[src/rtl/slcp_pkg.sv]
package slcp_pkg;

    // Response codes carried on the result channel.
    localparam logic [2:0] RSP_OK     = 3'd0;
    localparam logic [2:0] RSP_ERR    = 3'd1;
    localparam logic [2:0] RSP_SERIAL = 3'd2;
    localparam logic [2:0] RSP_SWVER  = 3'd3;
    localparam logic [2:0] RSP_VER    = 3'd4;

    // Control characters.
    localparam logic [7:0] CHR_NUL = 8'h00;
    localparam logic [7:0] CHR_LF  = 8'h0A;
    localparam logic [7:0] CHR_CR  = 8'h0D;

    // Command letters and argument characters.
    localparam logic [7:0] CMD_SERIAL  = 8'h4E;  // 'N'
    localparam logic [7:0] CMD_SWVER   = 8'h76;  // 'v'
    localparam logic [7:0] CMD_VER     = 8'h56;  // 'V'
    localparam logic [7:0] CMD_XMIT    = 8'h74;  // 't'
    localparam logic [7:0] CMD_CLOSE   = 8'h43;  // 'C'
    localparam logic [7:0] CMD_OPEN    = 8'h4F;  // 'O'
    localparam logic [7:0] CMD_BITRATE = 8'h53;  // 'S'
    localparam logic [7:0] CMD_BTR     = 8'h73;  // 's'
    localparam logic [7:0] CMD_TSTAMP  = 8'h5A;  // 'Z'
    localparam logic [7:0] CHR_ZERO    = 8'h30;
    localparam logic [7:0] CHR_ONE     = 8'h31;
    localparam logic [7:0] CHR_SIX     = 8'h36;
    localparam logic [7:0] CHR_EIGHT   = 8'h38;

    // Positions of the transmit fields in the line.
    localparam int TX_ID_HI_POS = 2;
    localparam int TX_ID_LO_POS = 3;
    localparam int TX_LEN_POS   = 4;
    localparam int TX_DATA_POS  = 5;
    localparam int TX_LAST_POS  = 20;
    localparam int MAX_BYTES    = 8;

    // Hex digit value; anything that is not a hex digit reads as zero.
    function automatic logic [3:0] hex_value(input logic [7:0] c);
        logic [3:0] v;
        v = 4'd0;
        if (c >= 8'h30 && c <= 8'h39) begin
            v = c[3:0];
        end else if ((c >= 8'h41 && c <= 8'h46) || (c >= 8'h61 && c <= 8'h66)) begin
            v = c[3:0] + 4'd9;
        end
        return v;
    endfunction

endpackage

[src/rtl/slcp_line_store.sv]
module slcp_line_store #(
    parameter int DEPTH = 28
) (
    input  logic                     i_clk,
    input  logic                     i_rst_n,
    input  logic                     i_wr_en,
    input  logic [$clog2(DEPTH)-1:0] i_wr_addr,
    input  logic [7:0]               i_wr_data,
    input  logic [$clog2(DEPTH)-1:0] i_rd_addr,
    output logic [7:0]               o_rd_data
);

    logic [7:0]       r_mem [DEPTH];
    logic [DEPTH-1:0] r_vld;
    logic [7:0]       r_rd_data;
    logic             r_rd_vld;

    // Storage array with one registered read port.
    always_ff @(posedge i_clk) begin
        if (i_wr_en) begin
            r_mem[i_wr_addr] <= i_wr_data;
        end
        r_rd_data <= r_mem[i_rd_addr];
    end

    // Per-entry valid bits make unwritten entries read as zero after reset.
    always_ff @(posedge i_clk) begin
        if (!i_rst_n) begin
            r_vld    <= '0;
            r_rd_vld <= 1'b0;
        end else begin
            if (i_wr_en) begin
                r_vld[i_wr_addr] <= 1'b1;
            end
            r_rd_vld <= r_vld[i_rd_addr];
        end
    end

    assign o_rd_data = r_rd_vld ? r_rd_data : 8'h00;

endmodule

[src/rtl/serial_line_command_parser.sv]
// Channel   Direction  Handshake                 Payload
// rx        in         i_rx_valid / o_rx_stall    i_rx_char
// rsp       out        o_rsp_valid / i_rsp_stall  o_response, o_frame_valid, o_frame_id,
//                                                 o_frame_length, o_frame_data
//
// An ordinary character is written to the line store in the cycle of its transfer.
// A line end stalls the input: the store's single read port walks positions 0 through 20,
// a drain state captures the last read and a finish state decodes the command; when the
// finish state commits, any response goes to the output register and input is taken again.
// A finished response waits in the output register while new characters are taken;
// a second response waits in the decode cycle until the first one is transferred.
module serial_line_command_parser #(
    parameter int LINE_CAPACITY = 26
) (
    input  logic        i_clk,
    input  logic        i_rst_n,
    input  logic        i_rx_valid,
    output logic        o_rx_stall,
    input  logic [7:0]  i_rx_char,
    output logic        o_rsp_valid,
    input  logic        i_rsp_stall,
    output logic [2:0]  o_response,
    output logic        o_frame_valid,
    output logic [7:0]  o_frame_id,
    output logic [3:0]  o_frame_length,
    output logic [63:0] o_frame_data
);

    import slcp_pkg::*;

    localparam int DEPTH = LINE_CAPACITY + 2;
    localparam int AW    = $clog2(DEPTH);
    localparam int FW    = $clog2(LINE_CAPACITY + 1);
    localparam logic [AW-1:0] LAST_ADDR = AW'(TX_LAST_POS);

    typedef enum logic [1:0] {
        ST_IDLE,
        ST_WALK,
        ST_DRAIN,
        ST_FINISH
    } t_state;

    t_state         r_state;
    logic [FW-1:0]  r_fill;
    logic           r_open;
    logic [AW-1:0]  r_addr;
    logic           r_pend;
    logic [AW-1:0]  r_pend_addr;
    logic [7:0]     r_cmd;
    logic [7:0]     r_c1;
    logic [7:0]     r_id;
    logic [3:0]     r_len;
    logic [63:0]    r_data;

    logic           r_out_valid;
    logic [2:0]     r_response;
    logic           r_frame_valid;
    logic [7:0]     r_frame_id;
    logic [3:0]     r_frame_length;
    logic [63:0]    r_frame_data;

    logic           rx_xfer;
    logic           out_xfer;
    logic           is_eol;
    logic           wr_en;
    logic [AW-1:0]  wr_addr;
    logic [7:0]     wr_data;
    logic [7:0]     rd_data;
    logic [3:0]     rd_hex;
    logic [3:0]     nib_sel;
    logic [3:0]     nib_pos;

    logic           has_rsp;
    logic [2:0]     n_response;
    logic           n_frame_valid;
    logic           n_open;
    logic [63:0]    masked_data;
    logic           commit;
    logic           load_rsp;

    assign rx_xfer  = i_rx_valid && !o_rx_stall;
    assign out_xfer = r_out_valid && !i_rsp_stall;
    assign is_eol   = (i_rx_char == CHR_CR) || (i_rx_char == CHR_LF);

    // Store writes: a character goes to the fill position, a line end leaves a zero there.
    always_comb begin
        wr_en   = 1'b0;
        wr_addr = AW'(r_fill);
        wr_data = i_rx_char;
        if (rx_xfer) begin
            if (is_eol) begin
                wr_en   = (r_fill != '0);
                wr_data = CHR_NUL;
            end else if (i_rx_char != CHR_NUL) begin
                wr_en = (r_fill < FW'(LINE_CAPACITY));
            end
        end
    end

    slcp_line_store #(
        .DEPTH(DEPTH)
    ) u_store (
        .i_clk     (i_clk),
        .i_rst_n   (i_rst_n),
        .i_wr_en   (wr_en),
        .i_wr_addr (wr_addr),
        .i_wr_data (wr_data),
        .i_rd_addr (r_addr),
        .o_rd_data (rd_data)
    );

    // Nibble placement for the data digits: high digit of a byte first.
    assign rd_hex  = hex_value(rd_data);
    assign nib_sel = 4'(r_pend_addr - AW'(TX_DATA_POS));
    assign nib_pos = {nib_sel[3:1], ~nib_sel[0]};

    // Data bytes beyond the length are cleared.
    always_comb begin
        masked_data = r_data;
        for (int k = 0; k < MAX_BYTES; k++) begin
            if (4'(k) >= r_len) begin
                masked_data[8*k +: 8] = 8'h00;
            end
        end
    end

    // Command decode over the gathered line.
    always_comb begin
        has_rsp       = 1'b1;
        n_response    = RSP_ERR;
        n_frame_valid = 1'b0;
        n_open        = r_open;
        unique case (r_cmd)
            CMD_SERIAL: n_response = RSP_SERIAL;
            CMD_SWVER:  n_response = RSP_SWVER;
            CMD_VER:    n_response = RSP_VER;
            CMD_XMIT: begin
                if (r_open && r_len != 4'd0 && r_len <= 4'(MAX_BYTES)) begin
                    n_response    = RSP_OK;
                    n_frame_valid = 1'b1;
                end else begin
                    has_rsp = 1'b0;
                end
            end
            CMD_CLOSE: begin
                n_open     = 1'b0;
                n_response = RSP_OK;
            end
            CMD_OPEN: begin
                if (r_fill == FW'(1)) begin
                    n_open     = 1'b1;
                    n_response = RSP_OK;
                end else begin
                    has_rsp = 1'b0;
                end
            end
            CMD_BITRATE: begin
                if (!r_open && ((r_c1 >= CHR_ZERO && r_c1 <= CHR_SIX) || r_c1 == CHR_EIGHT)) begin
                    n_response = RSP_OK;
                end
            end
            CMD_BTR: n_response = r_open ? RSP_ERR : RSP_OK;
            CMD_TSTAMP: begin
                if (r_fill == FW'(2) && (r_c1 == CHR_ZERO || r_c1 == CHR_ONE)) begin
                    n_response = RSP_OK;
                end
            end
            default: n_response = RSP_ERR;
        endcase
    end

    // The decode cycle may finish unless a response must wait for the output register.
    assign commit   = !has_rsp || !r_out_valid || !i_rsp_stall;
    assign load_rsp = (r_state == ST_FINISH) && commit && has_rsp;

    // Sequencer, line state and output register.
    always_ff @(posedge i_clk) begin
        if (!i_rst_n) begin
            r_state     <= ST_IDLE;
            r_fill      <= '0;
            r_open      <= 1'b0;
            r_addr      <= '0;
            r_pend      <= 1'b0;
            r_out_valid <= 1'b0;
        end else begin
            r_pend      <= (r_state == ST_WALK);
            r_pend_addr <= r_addr;
            if (out_xfer && !load_rsp) begin
                r_out_valid <= 1'b0;
            end

            // Capture the bytes returned by the walk.
            if (r_pend) begin
                if (r_pend_addr == '0) begin
                    r_cmd <= rd_data;
                end
                if (r_pend_addr == AW'(1)) begin
                    r_c1 <= rd_data;
                end
                if (r_pend_addr == AW'(TX_ID_HI_POS)) begin
                    r_id[7:4] <= rd_hex;
                end
                if (r_pend_addr == AW'(TX_ID_LO_POS)) begin
                    r_id[3:0] <= rd_hex;
                end
                if (r_pend_addr == AW'(TX_LEN_POS)) begin
                    r_len <= rd_hex;
                end
                if (r_pend_addr >= AW'(TX_DATA_POS)) begin
                    r_data[{nib_pos, 2'b00} +: 4] <= rd_hex;
                end
            end

            unique case (r_state)
                ST_IDLE: begin
                    if (rx_xfer) begin
                        if (is_eol) begin
                            if (r_fill != '0) begin
                                r_addr  <= '0;
                                r_state <= ST_WALK;
                            end
                        end else if (i_rx_char != CHR_NUL) begin
                            if (r_fill < FW'(LINE_CAPACITY)) begin
                                r_fill <= r_fill + FW'(1);
                            end else begin
                                r_fill <= '0;
                            end
                        end
                    end
                end
                ST_WALK: begin
                    if (r_addr == LAST_ADDR) begin
                        r_state <= ST_DRAIN;
                    end else begin
                        r_addr <= r_addr + AW'(1);
                    end
                end
                ST_DRAIN: begin
                    r_state <= ST_FINISH;
                end
                ST_FINISH: begin
                    if (commit) begin
                        r_open  <= n_open;
                        r_fill  <= '0;
                        r_state <= ST_IDLE;
                        if (has_rsp) begin
                            r_out_valid    <= 1'b1;
                            r_response     <= n_response;
                            r_frame_valid  <= n_frame_valid;
                            r_frame_id     <= n_frame_valid ? r_id : 8'h00;
                            r_frame_length <= n_frame_valid ? r_len : 4'd0;
                            r_frame_data   <= n_frame_valid ? masked_data : 64'd0;
                        end
                    end
                end
                default: r_state <= ST_IDLE;
            endcase
        end
    end

    assign o_rx_stall     = (r_state != ST_IDLE);
    assign o_rsp_valid    = r_out_valid;
    assign o_response     = r_response;
    assign o_frame_valid  = r_frame_valid;
    assign o_frame_id     = r_frame_id;
    assign o_frame_length = r_frame_length;
    assign o_frame_data   = r_frame_data;

endmodule
[config.mk]
export PLATFORM = sky130hd
export DESIGN_NAME = serial_line_command_parser
export DESIGN_NICKNAME = d
export VERILOG_FILES = /design/src/rtl/slcp_pkg.sv /design/src/rtl/slcp_line_store.sv /design/src/rtl/serial_line_command_parser.sv
export SDC_FILE = /design/constraint.sdc
export NUM_CORES = 1
export LEC_CHECK = 0
export ABC_AREA = 1
export BUFFER_PORTS_ARGS = -buffer_cell sky130_fd_sc_hd__buf_2
export CORE_MARGIN = 10
export CORE_UTILIZATION = 30
export DETAILED_ROUTE_END_ITERATION = 7
export PLACE_DENSITY_LB_ADDON = 0.15
export SYNTH_ARGS = -nofsm -noshare
export SYNTH_HDL_FRONTEND = slang
export SYNTH_SLANG_ARGS = --single-unit
[constraint.sdc]
create_clock -name i_clk -period 9.5 [get_ports i_clk]
set_input_delay 1.9 -clock i_clk [delete_from_list [all_inputs] [get_ports i_clk]]
set_output_delay 1.9 -clock i_clk [all_outputs]
set_load 0.02 [all_outputs]
==> results by group <==
Outcome
  – Run status: finished clean

Timing
  – Setup TNS: 0 ns
  – Fin crit share: between 40% and 50%
  – Fin crit period: about 4.0 ns
  – Relative slew slack: 21.12%
  – Hold violation count in the final report: 0
  – Final slew viol count: 0
  – Clk_skew: 0.02237 ns
  – Final setup violating endpoints: 0
  – Unrepaired setup endpoints after global routing: false
  – Worst slew pin tran: roughly 1.2 ns
  – Fmax: about 250 MHz

Floorplan
  – I/O Pins: 94
  – Die Wd: 270.5 microns
  – Initial Utilization: 30.40%
  – DIE AREA: 73,190 sq um
  – Chip height: 270.5 microns
  – Standard-cell rows: 91
  – Core box area: 61,940 sq um

Clocking
  – CTS resizes: 0
  – Setup bufs post-CTS: 0
  – Clock Path Buffers: 3
  – Worst-skew pair later-pin latency: 0.58 ns
  – CTS tree: yes
  – Root buf cell: clkbuf_16
  – Sink Count: 453
  – Number of buffers created by CTS: between 40 and 50
  – H-tree levels: 2
  – Hold-fix buffers, CTS: 0
  – Clock transition at path regs: roughly 0.060 ns

Critical path
  – Req. time, crit path: 9.73 ns
  – Critical path fanouts, max: 29
  – Crit path kind: in2reg
  – Worst setup path end: u_store.r_mem[25][2]
  – R2R cell count: 8
  – R2r setup slk: 5.94 ns
  – Crit start category: primary input
  – Worst Path Arrival: around 4.2 ns
  – R2R Path End: u_store.r_rd_data[2]
  – R2r startpoint: r_addr[0]
  – Crit path capture type: register
  – CP startpoint: i_rx_char[4]

Flow run
  – Max-cap violation count: 0

Synthesis
  – Mapped Cells: ~1,700
  – Compound-Gate Fraction of Synth Area: 7.715%
  – Post-Syn Area: 18,830 sq um
  – Netlist cell types: between 40 and 50
  – Adder-Cell Fraction of Synth Area: under 10%
  – Ys Warns: 0
  – Main combinational cell family by area after synthesis: simple AND/OR/NAND/NOR gates
  – Top post-synthesis cells by area: edfxtp_1 64%, nor2_1 6.8%, dfxtp_1 5.5%
  – Syn nets: 1,745
  – Post-synthesis sequential area ratio: 69.48%
  – Area share of the largest cell type after synthesis: between 60% and 70%
  – Mux contribution to synthesized area: 0%
  – Post-Synth XOR/XNOR Area: 0.5449%
  – #FFs+latches synth: 453
  – Mean Syn Cell Area: 10.99 sq um
  – Cell taking the most area after synthesis: edfxtp_1
  – Simple-gate share of the synthesized area: ~15%

Global routing
  – Global-route wire length before repair: 75.10 mm
  – Grt ovf: 0
  – GRT Total Usage: 13.33%
  – Largest net degree at the start of global routing: 90
  – Vias in the first global route: 12,325
  – Initial antenna violation count: 0

Route
  – Routed Antenna Nets: 0
  – Drt wl/cell: 18.70 microns
  – DR vias/cell: 4.644
  – DR vias: around 12,000
  – Pre-antenna DRT Iters: 5
  – Starting DRT DRC Count: 823
  – Detailed-route DRC error count: 0
  – Total Wirelength: 49.95 mm

Finish
  – Final Net Count: approximately 1,800
  – Area delta synth->final: 15.37%
  – Commonest non-fill, non-tap cell in the layout: edfxtp_1
  – Area of the multi-input gates: 4661 sq um
  – Register area: 13,090 sq um
  – Commonest non-fill, non-tap cells in the layout: 401 x edfxtp_1, 341 x nor2_1, 203 x nand2_1
  – Fin area: 21,720 sq um
  – Fin util: 35.07%
  – Fillers: between 6,000 and 7,000
  – Layout cells sized above 1: 10.96%
  – Antenna Cells: 0

Placement
  – Placed cell area: about 20,000 sq um
  – Placed wire-length estimate: 32.86 mm
  – Gp weighted congestion: around 0.85
  – IO buf count: 93

Power and ir drop
  – Maximum VDD drop: 0.1094 mV
  – Pwr/cell area: 227.9 nW/um^2
  – Pleak: 7.863 nW

Worst hold path
  – Hold WC Path Type: reg2reg
-- final cells by class --
type / count / area share [%]
Multi-Input combinational cell: 978 / 21.45
Timing Repair Buffer: 104 / 2.523
Sequential cell: 453 / 60.25
Inverter: 209 / 3.629
Clock buffer: 62 / 5.967
Clock inverter: 28 / 1.359
Tap cell: 837 / 4.821
-- logic make-up (layout without fill, tap and decap cells) --
logic type               count (synthesis)  after routing
flip-flops                             453            453
XOR/XNOR                                10             10
buffers and inverters                  282            403
AO/OA/AOI/OAI                          260            260
AND/OR/NAND/NOR                        688            688
adder cells (fa/ha/maj)                 20             20
-- where the power goes --
| group | internal, mW | switching (mW) |
|---|---|---|
| clock | 1.13 | 0.773 |
| sequential | 2.25 | 0.0707 |
| combinational | 0.177 | 0.554 |
| total | 3.55 | 1.40 |
-- layer usage --
| metal | global-route usage, % | share of wire [%] | vias to the layer above |
|---|---|---|---|
| met3 | 2.999 | 5.9 | 87 |
| met5 | 0 | 0 | - |
| met2 | 22.37 | 48 | 324 |
| li1 | - | - | 5997 |
| met1 | 16.86 | 44 | 5996 |
| met4 | 4.087 | 2.5 | 0 |
-- cell usage after synthesis (all sizes together) --
master / number
buf: 19
or2: 1
o31ai: 1
nand3b: 1
o311ai: 1
xnor2: 2
o211ai: 28
a21boi: 9
o22ai: 22
edfxtp: 401
nor3b: 1
clkbuf: 54
nor3: 26
xor2: 8
o2111ai: 1
nand4: 17
dfxtp: 52
o221ai: 2
o21ai: 136
nand3: 86
clkinv: 4
ha: 20
a21oi: 59
inv: 205
nor4: 7
nand2: 207
nor2: 342
o21bai: 1
-- worst min-delay path by stage --
stage	startpoint	endpoint	slack (ns)	depth (start not counted)
6_report	u_store.r_vld[20]	u_store.r_vld[20]	0.45	2
5_1_grt	u_store.r_vld[4]	u_store.r_vld[4]	0.47	2
4_1_cts	u_store.r_vld[4]	u_store.r_vld[4]	0.45	2
3_5_place_dp	u_store.r_vld[4]	u_store.r_vld[4]	0.44	2
3_3_place_gp	u_store.r_vld[4]	u_store.r_vld[4]	0.44	2
2_1_floorplan	r_addr[2]	r_pend_addr[2]	0.41	0
-- through the flow --
stage | cells | power, mW | worst slack (ns) | hold WS (ns)
2_1_floorplan | 1713 | 2.829 | 1.368 | 0.4064
3_3_place_gp | 2581 | 3.093 | 4.940 | 0.4363
3_5_place_dp | 2581 | 3.096 | 4.837 | 0.4382
4_1_cts | 2671 | 5.003 | 5.522 | 0.4474
5_1_grt | 2671 | 5.178 | 5.298 | 0.4698
6_report | 2671 | 4.951 | 5.537 | 0.4461
-- sequential cells by signal, summed over array words and instances, names as in the netlist, 8 cells and up --
register,count
r_id,8
o_frame_data,64
r_cmd,8
u_store.r_vld,28
u_store.r_rd_data,8
r_c1,8
u_store.r_mem,224
o_frame_id,8
r_data,64
-- worst max-delay path: stages --
cell	delay [ns]
buf_2	0.34
nor2_1	0.24
nand3_1	0.12
nor2_1	0.20
nand3_1	0.18
nand2_1	0.18
nand2_1	0.12
inv_2	0.45
nand2_1	0.15
inv_1	0.29
No activity file was read; power rests on OpenSTA's default activity.
